`src/hw/rtl/slba_pkg.sv`:
```
// Package for the paged bitmap slot allocator.
// Holds the layout constants, request and status codes, and the bitmap search functions.
// No dependencies.
package slba_pkg;

   // Geometry of the page pool.
   localparam int PAGE_COUNT = 64;
   localparam int SLOT_COUNT = 256;
   localparam int PAGE_BYTES = 2048;
   localparam int HDR_BYTES  = 24;
   localparam int PAGE_W     = $clog2(PAGE_COUNT);
   localparam int OPEN_W     = PAGE_W + 1;
   localparam int SLOT_W     = $clog2(SLOT_COUNT);
   localparam int SPP_W      = SLOT_W + 1;
   localparam int OFF_W      = $clog2(PAGE_BYTES);
   localparam int CFG_W      = 11;
   localparam int SIZE_W     = 12;
   localparam int PROD_W     = SLOT_W + SIZE_W;
   localparam int DIV_W      = 16;

   // Largest object that still fits behind the header.
   localparam int MAX_OBJ    = PAGE_BYTES - HDR_BYTES;
   // Bitmap plus data area, in bits, for the slot count formula.
   localparam int AREA_BITS  = (PAGE_BYTES - HDR_BYTES - 8) * 8;

   // Reset layout for 8-byte objects.
   localparam int RST_SIZE   = 8;
   localparam int RST_SPP    = 248;
   localparam int RST_DSTART = 56;

   typedef logic [SLOT_COUNT-1:0] map_word_type;

   typedef enum logic [1:0] {
      REQ_ALLOC   = 2'd0,
      REQ_FREE    = 2'd1,
      REQ_RELEASE = 2'd2,
      REQ_NONE    = 2'd3
   } req_kind_type;

   typedef enum logic [1:0] {
      STS_OK      = 2'd0,
      STS_NO_PAGE = 2'd1,
      STS_BAD     = 2'd2
   } status_type;

   // Divider command and reply.
   typedef struct packed {
      logic             start;
      logic [DIV_W-1:0] dividend;
      logic [DIV_W-1:0] divisor;
   } div_req_type;

   typedef struct packed {
      logic             done;
      logic [DIV_W-1:0] quotient;
   } div_rsp_type;

   // Index of the lowest set bit of a bitmap word.
   function automatic logic [SLOT_W-1:0] lowest_set(input map_word_type vec);
      logic [SLOT_W-1:0] idx;
      idx = '0;
      for (int i = SLOT_COUNT - 1; i >= 0; i--) begin
         if (vec[i]) begin
            idx = SLOT_W'(i);
         end
      end
      return idx;
   endfunction

   // Index of the highest set bit of a page flag vector.
   function automatic logic [PAGE_W-1:0] highest_set(input logic [PAGE_COUNT-1:0] vec);
      logic [PAGE_W-1:0] idx;
      idx = '0;
      for (int i = 0; i < PAGE_COUNT; i++) begin
         if (vec[i]) begin
            idx = PAGE_W'(i);
         end
      end
      return idx;
   endfunction

endpackage

```
`src/hw/rtl/slba_div.sv`:
```
// Restoring divider, one quotient bit per cycle.
// Depends on slba_pkg for the command and reply structs.
module slba_div (
   input  logic                  clock,
   input  logic                  reset,
   input  slba_pkg::div_req_type div_req,
   output slba_pkg::div_rsp_type div_rsp
);
   import slba_pkg::*;

   localparam int CNT_W = $clog2(DIV_W + 1);

   logic             busy_ff;
   logic             done_ff;
   logic [CNT_W-1:0] count_ff;
   logic [DIV_W-1:0] rem_ff;
   logic [DIV_W-1:0] quo_ff;
   logic [DIV_W-1:0] dsr_ff;
   logic [DIV_W:0]   shifted_in;
   logic             fits_in;

   // Trial subtraction of the divisor from the shifted partial remainder.
   assign shifted_in = {rem_ff, quo_ff[DIV_W-1]};
   assign fits_in    = shifted_in >= {1'b0, dsr_ff};

   always_ff @(posedge clock) begin
      if (reset) begin
         busy_ff  <= 1'b0;
         done_ff  <= 1'b0;
         count_ff <= '0;
      end else begin
         if (div_req.start) begin
            busy_ff  <= 1'b1;
            done_ff  <= 1'b0;
            count_ff <= CNT_W'(DIV_W);
            rem_ff   <= '0;
            quo_ff   <= div_req.dividend;
            dsr_ff   <= div_req.divisor;
         end else if (busy_ff) begin
            if (fits_in) begin
               rem_ff <= DIV_W'(shifted_in - {1'b0, dsr_ff});
            end else begin
               rem_ff <= shifted_in[DIV_W-1:0];
            end
            quo_ff   <= {quo_ff[DIV_W-2:0], fits_in};
            count_ff <= count_ff - 1'b1;
            done_ff  <= (count_ff == CNT_W'(1));
            if (count_ff == CNT_W'(1)) begin
               busy_ff <= 1'b0;
            end
         end else begin
            done_ff <= 1'b0;
         end
      end
   end

   assign div_rsp.done     = done_ff;
   assign div_rsp.quotient = quo_ff;

endmodule

```
`config.mk`:
```
export PLATFORM = sky130hd
export DESIGN_NAME = slba_div
export DESIGN_NICKNAME = d
export VERILOG_FILES = /design/src/hw/rtl/slba_pkg.sv /design/src/hw/rtl/slba_div.sv
export SDC_FILE = /design/constraint.sdc
export NUM_CORES = 1
export LEC_CHECK = 0
export ABC_CLOCK_PERIOD_IN_PS = 6000
export BUFFER_PORTS_ARGS = -buffer_cell sky130_fd_sc_hd__buf_4
export CAP_MARGIN = 10
export CORE_UTILIZATION = 55
export DETAILED_ROUTE_END_ITERATION = 10
export PLACE_DENSITY = 0.78
export SYNTH_ARGS = -nofsm -noshare
export SYNTH_HDL_FRONTEND = slang
export SYNTH_SLANG_ARGS = --single-unit
```
`constraint.sdc`:
```
create_clock -name clock -period 6 [get_ports clock]
set_clock_uncertainty 0.05 [all_clocks]
set_input_delay 0.6 -clock clock [delete_from_list [all_inputs] [get_ports clock]]
set_output_delay 0.6 -clock clock [all_outputs]
set_load 0.005 [all_outputs]
```
### Word level (Yosys, flattened, before mapping)

Index checks and enable logic that the tools add are counted.

| cells by class | value |
|---|---|
| $lt $le $gt $ge | 1 |
| add/subtract/negate cells | 2 |
| reductions and logical operators | 5 |
| bitwise logic cells | 2 |
| mux-type cells | 9 |
| equal/unequal tests | 1 |

Operators by type and width:

| cell | number |
|---|---|
| 16-bit two-way mux | 4 |
| 17-bit by 16-bit greater-or-equal comparator with 1-bit output | 1 |
| 16-bit subtractor | 1 |
| 5-bit two-way mux | 2 |
| 5-bit by 1-bit == test with 1-bit output (second input constant) | 1 |
| 5-bit by 1-bit subtractor with 5-bit output (second input constant) | 1 |
| 2-bit AND reduction | 2 |
| 1-bit two-way mux | 3 |
| 3-bit OR reduction | 1 |
| 1-bit inverter | 2 |
| 2-bit nonzero test | 1 |
| 2-bit OR reduction | 1 |

| word-level totals | value |
|---|---|
| output and inout bits | 17 |
| logic and storage cells | 27 |
| input port bits | 35 |
| flip-flop bits (word level) | 55 |

### Logic depth before layout (Yosys ltp)

Gate-level depths: netlist (run 1).

| depth | value |
|---|---|
| depth in word-level cells | 4 |
| depth in mapped cells | 12 |
| depth with buffers taken out | 10 |

### Worst setup path after synthesis (run 1)

No wires, ideal clock.

| path | value |
|---|---|
| path type | input-to-reg |
| start point | input port div_req[32] (netlist name) |
| end point | register quo_ff[0], enable pin |
| cell stages on the path | 3 |
| library setup time | 0.421 ns |
| buffers on the path | 1 |
| setup slack | 3.177 ns |
| data required time | 5.529 ns |
| data arrival time | 2.352 ns |
| cells stage by stage | clkbuf_1 nor2_1 nor2_1 |

| on the way | value |
|---|---|
| cells in the longest elaborated chain, start to end | 2 |

RTL lines:

| what | line | text |
|---|---|---|
| start: declaration | slba_div.sv:6 | `input slba_pkg::div_req_type div_req,` |
| 2-bit nonzero test (no line) | -- |  |
| 2-bit AND reduction (no line) | -- |  |
| end signal: assignment | slba_div.sv:37 | `quo_ff <= div_req.dividend;` |
| end signal: assignment | slba_div.sv:45 | `quo_ff <= {quo_ff[DIV_W-2:0], fits_in};` |
| end: declaration | slba_div.sv:17 | `logic [DIV_W-1:0] quo_ff;` |

Every way passes these cells.
A chain may end at the register's enable or synchronous reset.

### Worst setup path in the final report (run 1)

| path | value |
|---|---|
| start point | register rem_ff[5] |
| end point | register rem_ff[13], data pin |

| on the way | value |
|---|---|
| cells in the longest elaborated chain, start to end | 3 |
| elaborated cells between the ends (all ways) | 4 |
| classes of those cells | add/sub: 1; order compare: 1; mux: 2 |

RTL lines:

| what | line | text |
|---|---|---|
| start: declaration | slba_div.sv:16 | `logic [DIV_W-1:0] rem_ff;` |
| start signal: assignment | slba_div.sv:41 | `rem_ff <= DIV_W'(shifted_in - {1'b0, dsr_ff});` |
| start signal: assignment | slba_div.sv:43 | `rem_ff <= shifted_in[DIV_W-1:0];` |
| 16-bit subtractor / 17-bit by 16-bit greater-or-equal comparator with 1-bit output (equally long branches) | slba_div.sv:41, slba_div.sv:24 |  |
| 16-bit two-way mux (*) | slba_div.sv:40 | `if (fits_in) begin` |
| 16-bit two-way mux (*) | slba_div.sv:39 | `end else if (busy_ff) begin` |

Mark *: on every way between the ends. The rest lies on a longest branch, timed or not. The select of a mux whose other input is x is not followed.

==> key figures, run 1 <==
Run status
  • Outcome: completed

Pwr
  • Max VDD drop: 0.169 mV
  • Static leakage: 1.47 nW
  • Clock power frac: 0.229
  • Sequential Power Share: 0.501
  • Power Density: 261 nW/µm²
  • P_int: 670 µW
  • Switching power: 271 µW
  • Sw Ratio: 0.288
  • Combinational Power Share: 0.270

Routing
  • DRT antenna net count: 0
  • DRT Wirelength: 5.93 mm
  • DR vias: 2184
  • DRC: 0
  • Drt wl/cell: 15.3 µm
  • DRT Pass-1 Iters: 5
  • Via-per-instance ratio: 5.64
  • Drt initial violations: 170

Timing
  • Final hold viol count: 0
  • RSZ-0062 raised after global routing: no
  • Max-slew violation count: 0
  • Rel. slew slack: 0.464
  • Fmax: 0.353 GHz
  • Setup-failing EPs final: 0
  • Final period util: 0.472
  • Min Clock Period, post-route: 2.83 ns
  • Worst slew pin tran: 0.800 ns
  • Sum of negative setup slack: 0 ns
  • Hold Slack: 0.411 ns

Synthesis
  • Synth top area cells: edfxtp_1 (47%), ha_1 (7.3%), mux2_2 (5.5%)
  • Syn nets: 320
  • Mapped cell area: 3070 µm²
  • Count of state elements after synthesis: 55
  • Cells after synthesis: 266
  • Main synth FF type: edfxtp_1
  • Seq/Total Area, Yosys: 0.516
  • EDFF count, synth: 48
  • Netlist cell types: 43
  • Ys async rst share: 0
  • Synthesized area per cell: 11.5 µm²
  • Post-synth top area share: 0.470
  • YS warnings: 0
  • Largest area contributor in the netlist: edfxtp_1

Clocking
  • Cts hold-fix bufs: 0
  • Clock-pin slew on the worst setup and hold paths: 0.10 ns
  • Root Driver: clkbuf_8
  • CTS tree: yes
  • Clock sink count: 55
  • Clk_lat worst skew: 0.31 ns
  • Clock buffer count from CTS: 5
  • # H-tree levels: 2
  • Post-cts repair resize count: 0
  • CTS max path bufs: 2
  • Post-CTS setup buffers: 0

Final layout
  • Antenna fix cells: 0
  • Area growth from synthesis to layout: 17.3%
  • Fillers: 401
  • Share of cells above drive strength 1: 0.259
  • Most frequent cells in the layout: buf_4 (54), edfxtp_1 (48), nor2_1 (27)
  • Commonest non-fill, non-tap cell in the layout: buf_4
  • Nets: 370

Global route
  • Antenna violations before repair: 0
  • Largest net degree at the start of global routing: 39
  • GR Overflow Total: 0
  • First-pass GRT wire length: 10.1 mm
  • Number of global-route vias before repair: 2205
  • Gr usage total: 0.217

Worst setup path
  • Worst Reg-to-Reg Cells: 9
  • Critical Path Source: rem_ff[5]$_SDFFCE_PP0P_
  • Critical Path Fanout Max: 16
  • Setup crit end kind: flip-flop
  • CP required: 6.01 ns
  • Setup slack on the worst flop-to-flop path: 3.17 ns
  • Reg2reg end: rem_ff[13]$_SDFFCE_PP0P_
  • Worst Setup Start Kind: flip-flop
  • Arrival @ worst endpoint: 2.84 ns
  • RR Startpoint: rem_ff[5]$_SDFFCE_PP0P_
  • Setup CP Type: flip-flop to flip-flop

Hold path
  • Hold Crit Start: div_req[13]
  • Hold Path Class: input port to flip-flop
  • Hold Crit Depth: 1
  • Hold endpoint: dsr_ff[13]$_DFFE_PP_

Floorplanning
  • Die Y: 76.7 µm
  • Core Region: 5240 µm²
  • Die Wd: 76.7 µm
  • Initial Util: 0.585
  • I/O pins: 52
  • Die area: 5880 µm²
  • Site Rows: 26

Place
  • Gpl congestion: 0.953
  • DP HPWL: 4.22 mm
  • I/O Buffers: 51

Job
  • Max Cap Viol: 0
## worst max-delay path: stages, from the launching register on
cell and delay, ns:
edfxtp_1 0.43, ha_1 0.40, a21oi_1 0.21, nand2_1 0.09, o21ai_2 0.22, nand2_1 0.16, a21oi_2 0.41, buf_4 0.34
mux2i_1 0.22, nor2_1 0.05
## per-layer routing
layer / up-vias / GRT usage / wire [µm]
li1: 1068 / - / -
met1: 1025 / 0.289 / 2650
met2: 85 / 0.360 / 2770
met3: 6 / 0.0512 / 460
met4: 0 / 0.0500 / 56
met5: - / 0 / 0
## per-stage QoR
stage	std cells	total power [mW]	setup WS [ns]	cell area [µm²]	util
after global routing	387	0.992	2.84	3600	0.687
final	387	0.940	3.17	3600	0.687
after global placement	379	0.724	3.30	3500	0.668
after CTS	387	0.945	3.16	3600	0.687
after detailed placement	379	0.731	3.16	3500	0.668
after floorplan	266	0.664	3.18	3070	-
## synth_stat cells (2+ instances only)
master    count
dfxtp_1       7
inv_1        22
a21oi_1      17
nor2b_1       7
o211ai_1      6
ha_1         18
nand2_1      10
nand4_1       3
buf_2         3
o21ai_0       6
edfxtp_1     48
nand2b_1      4
a21oi_2       2
buf_4         2
nor3_1        9
nor4b_1       2
mux2_2       15
clkbuf_1      5
xor2_1        5
a211oi_1      3
xnor2_1      11
nor2_1       28
and3_1        2
mux2i_1      12
## cell type report
cell class | count | area (µm²) | area share
clock inverters | 1 | 8.76 | 0.00244
inverters | 22 | 82.6 | 0.0230
repair buffers | 54 | 405 | 0.113
clock buffers | 7 | 86.3 | 0.0240
well taps | 70 | 87.6 | 0.0244
flip-flops and latches | 55 | 1580 | 0.440
multi-input cells | 178 | 1340 | 0.374
## power groups by stage
stage          Clock, mW  Sequential, mW  Combinational (mW)
2_1_floorplan          0           0.476               0.189
3_3_place_gp           0           0.478               0.246
3_5_place_dp           0           0.479               0.252
4_1_cts            0.220           0.471               0.254
5_1_grt            0.234           0.474               0.284
6_report           0.215           0.471               0.254
## state kept, by name, summed over array words and instances (netlist names)
name,count
dsr_ff,16
quo_ff,16
rem_ff,16
count_ff,5
busy_ff,1
done_ff,1
## cell families after synthesis
kind of cell,count (synthesis),synth area share
AND/OR/NAND/NOR,68,0.107
flip-flops,55,0.516
AO/OA/AOI/OAI,48,0.111
buffers and inverters,33,0.0465
multiplexers,27,0.0943
adder cells (fa/ha/maj),19,0.0800
XOR/XNOR,16,0.0457
## worst max-delay path by stage
stage / endpoint / depth (start not counted)
6_report: rem_ff[13]$_SDFFCE_PP0P_ / 9
5_1_grt: rem_ff[1]$_SDFFCE_PP0P_ / 9
4_1_cts: rem_ff[13]$_SDFFCE_PP0P_ / 9
3_5_place_dp: rem_ff[13]$_SDFFCE_PP0P_ / 9
3_3_place_gp: rem_ff[9]$_SDFFCE_PP0P_ / 9
2_1_floorplan: quo_ff[0]$_DFFE_PP_ / 3
No activity file was read; power rests on OpenSTA's default activity.
==> run 2: changes to the inputs <==
- ABC_CLOCK_PERIOD_IN_PS: 6000 -> 2790
- clock period: 6 -> 2.79 ns (I/O delays scaled with it)
==> key figures, run 2 (same netlist as run 1, synthesis figures left out) <==
Worst setup path
  • RR Startpoint: quo_ff[15]$_DFFE_PP_
  • Setup CP Type: flip-flop to flip-flop
  • Worst Setup Start Kind: flip-flop
  • Arrival @ worst endpoint: 2.71 ns (-0.13 ns)
  • Setup crit end kind: flip-flop
  • CP required: 2.91 ns (-3.10 ns)
  • Critical Path Fanout Max: 3 (-13)
  • Critical Path Source: quo_ff[15]$_DFFE_PP_

Floorplanning
  • Site Rows: 26 (unchanged)
  • Core Region: 5240 µm² (unchanged)
  • Die Wd: 76.7 µm (unchanged)
  • Die area: 5880 µm² (unchanged)
  • Die Y: 76.7 µm (unchanged)
  • Initial Util: 0.585 (unchanged)
  • I/O pins: 52 (unchanged)

Pwr
  • Combinational Power Share: 0.263 (-0.007)
  • Clock power frac: 0.252 (+0.023)
  • Switching power: 601 µW (+120%)
  • P_int: 1.48 mW (+120%)
  • Max VDD drop: 0.457 mV (+170%)
  • Sw Ratio: 0.289 (+0.000943)
  • Power Density: 573 nW/µm² (+120%)
  • Static leakage: 1.49 nW (+1.4%)
  • Sequential Power Share: 0.486 (-0.015)

Clocking
  • # H-tree levels: 2 (unchanged)
  • Clock sink count: 55 (unchanged)
  • Root Driver: clkbuf_8
  • Clock buffer count from CTS: 5 (unchanged)
  • CTS max path bufs: 2 (unchanged)
  • Post-cts repair resize count: 0 (unchanged)
  • Post-CTS setup buffers: 0 (unchanged)
  • Clk_lat worst skew: 0.32 ns (about the same)
  • CTS tree: yes
  • Clock-pin slew on the worst setup and hold paths: 0.11 ns (about the same)
  • Cts hold-fix bufs: 0 (unchanged)

Timing
  • Sum of negative setup slack: 0 ns (unchanged)
  • Fmax: 0.386 GHz (+9.2%)
  • Rel. slew slack: 0.710 (+0.246)
  • Max-slew violation count: 0 (unchanged)
  • PnR worst setup slack: 0.199 ns (-2.97 ns)
  • Min Clock Period, post-route: 2.59 ns (-0.239 ns)
  • Setup-failing EPs final: 0 (unchanged)
  • Worst slew pin tran: 0.435 ns (-0.366 ns)
  • Final hold viol count: 0 (unchanged)
  • RSZ-0062 raised after global routing: no
  • Final period util: 0.929 (+0.457)

Final layout
  • FF/Latch Area: 1580 µm² (unchanged)
  • Antenna fix cells: 0 (unchanged)
  • Nets: 372 (+0.54%)
  • Most frequent cells in the layout: buf_4 (56), edfxtp_1 (48), nor2_1 (27)
  • Fillers: 399 (-0.50%)
  • Commonest non-fill, non-tap cell in the layout: buf_4
  • Share of cells above drive strength 1: 0.266 (+0.00778)
  • Multi-input gate area: 1340 µm² (unchanged)
  • Area growth from synthesis to layout: 18.4%
  • Biggest regs: dsr_ff x16, quo_ff x16, rem_ff x16

Place
  • I/O Buffers: 51 (unchanged)
  • Pre-CTS setup slack: 0.241 ns (-2.92 ns)
  • DP HPWL: 4.15 mm (-1.5%)
  • Gpl congestion: 0.941 (-1.3%)

Global route
  • Antenna violations before repair: 0 (unchanged)
  • First-pass GRT wire length: 9.77 mm (-3.1%)
  • Gr usage total: 0.212 (-0.00497)
  • Busiest grt layer: met2
  • Met2 track demand over resource: 0.359 (-0.000901)
  • Largest net degree at the start of global routing: 39 (unchanged)
  • Number of global-route vias before repair: 2233 (+1.3%)
  • GR Overflow Total: 0 (unchanged)
  • Met1 Use GR: 0.261 (-0.0275)
  • Met3 Usage GRT: 0.0536 (+0.00238)

Hold path
  • Hold Path Class: input port to flip-flop
  • Hold Crit Start: div_req[2]

Job
  • Max Cap Viol: 0 (unchanged)

Routing
  • DRT Pass-1 Iters: 4 (-1)
  • Drt wl/cell: 14.6 µm (-4.4%)
  • DRT antenna net count: 0 (unchanged)
  • DRT Wirelength: 5.70 mm (-3.9%)
  • DR vias: 2155 (-1.3%)
  • Via-per-instance ratio: 5.54 (-1.8%)
  • Drt initial violations: 101 (-41%)
  • DRC: 0 (unchanged)

Run status
  • Outcome: completed
run 2: changes by cell type in the layout (fill, tap and decap cells not counted), sizes merged:
| cell | change |
|---|---|
| clkbuf | -1 |
| clkinv | -1 |
| buf | +2 |
| inv | +2 |
run 2: routing by layer:
metal | wire length (µm) | vias to the layer above
li1 | - | 1066
met1 | 2470 | 1001
met2 | 2750 | 77
met3 | 391 | 11
met4 | 86 | 0
met5 | 0 | -
run 2: worst paths after layout:
path	end	slack, ns	depth (start not counted)
min	dsr_ff[2]$_DFFE_PP_	0.08	1
max	rem_ff[14]$_SDFFCE_PP0P_	0.20	10
max reg2reg	rem_ff[14]$_SDFFCE_PP0P_	0.20	10
min reg2reg	count_ff[1]$_SDFFE_PP0P_	0.47	2
run 2: layout make-up:
cell class | instances | area share
flip-flops and latches | 55 | 0.436
multi-input cells | 178 | 0.370
repair buffers | 56 | 0.116
clock buffers | 6 | 0.0259
well taps | 70 | 0.0241
inverters | 22 | 0.0228
clock inverters | 2 | 0.00552
run 2: power groups by stage:
stage	clock, mW	combinational, mW	sequential, mW
5_1_grt	0.559	0.608	1.02
3_3_place_gp	0	0.533	1.03
2_1_floorplan	0	0.406	1.02
6_report	0.524	0.546	1.01
4_1_cts	0.534	0.548	1.01
3_5_place_dp	0	0.547	1.03
run 2: through the flow:
| step | total power [mW] | hold WS, ns | cells | area [µm²] | utilization |
|---|---|---|---|---|---|
| after floorplan | 1.43 | 0.328 | 266 | 3070 | - |
| after global placement | 1.56 | 0.407 | 381 | 3520 | 0.671 |
| after detailed placement | 1.57 | 0.408 | 381 | 3520 | 0.671 |
| after CTS | 2.09 | 0.0717 | 389 | 3630 | 0.693 |
| after global routing | 2.19 | 0.0642 | 389 | 3630 | 0.693 |
| final | 2.08 | 0.0766 | 389 | 3630 | 0.693 |
run 2: critical path: stages, from the launching register on:
cell and delay [ns]:
edfxtp_1 0.37, inv_1 0.06, ha_1 0.21, fa_1 0.41, nand2b_1 0.18, a21oi_1 0.23
o211ai_1 0.15, a31oi_1 0.22, nor3_1 0.06, or3b_1 0.35, a21oi_1 0.14
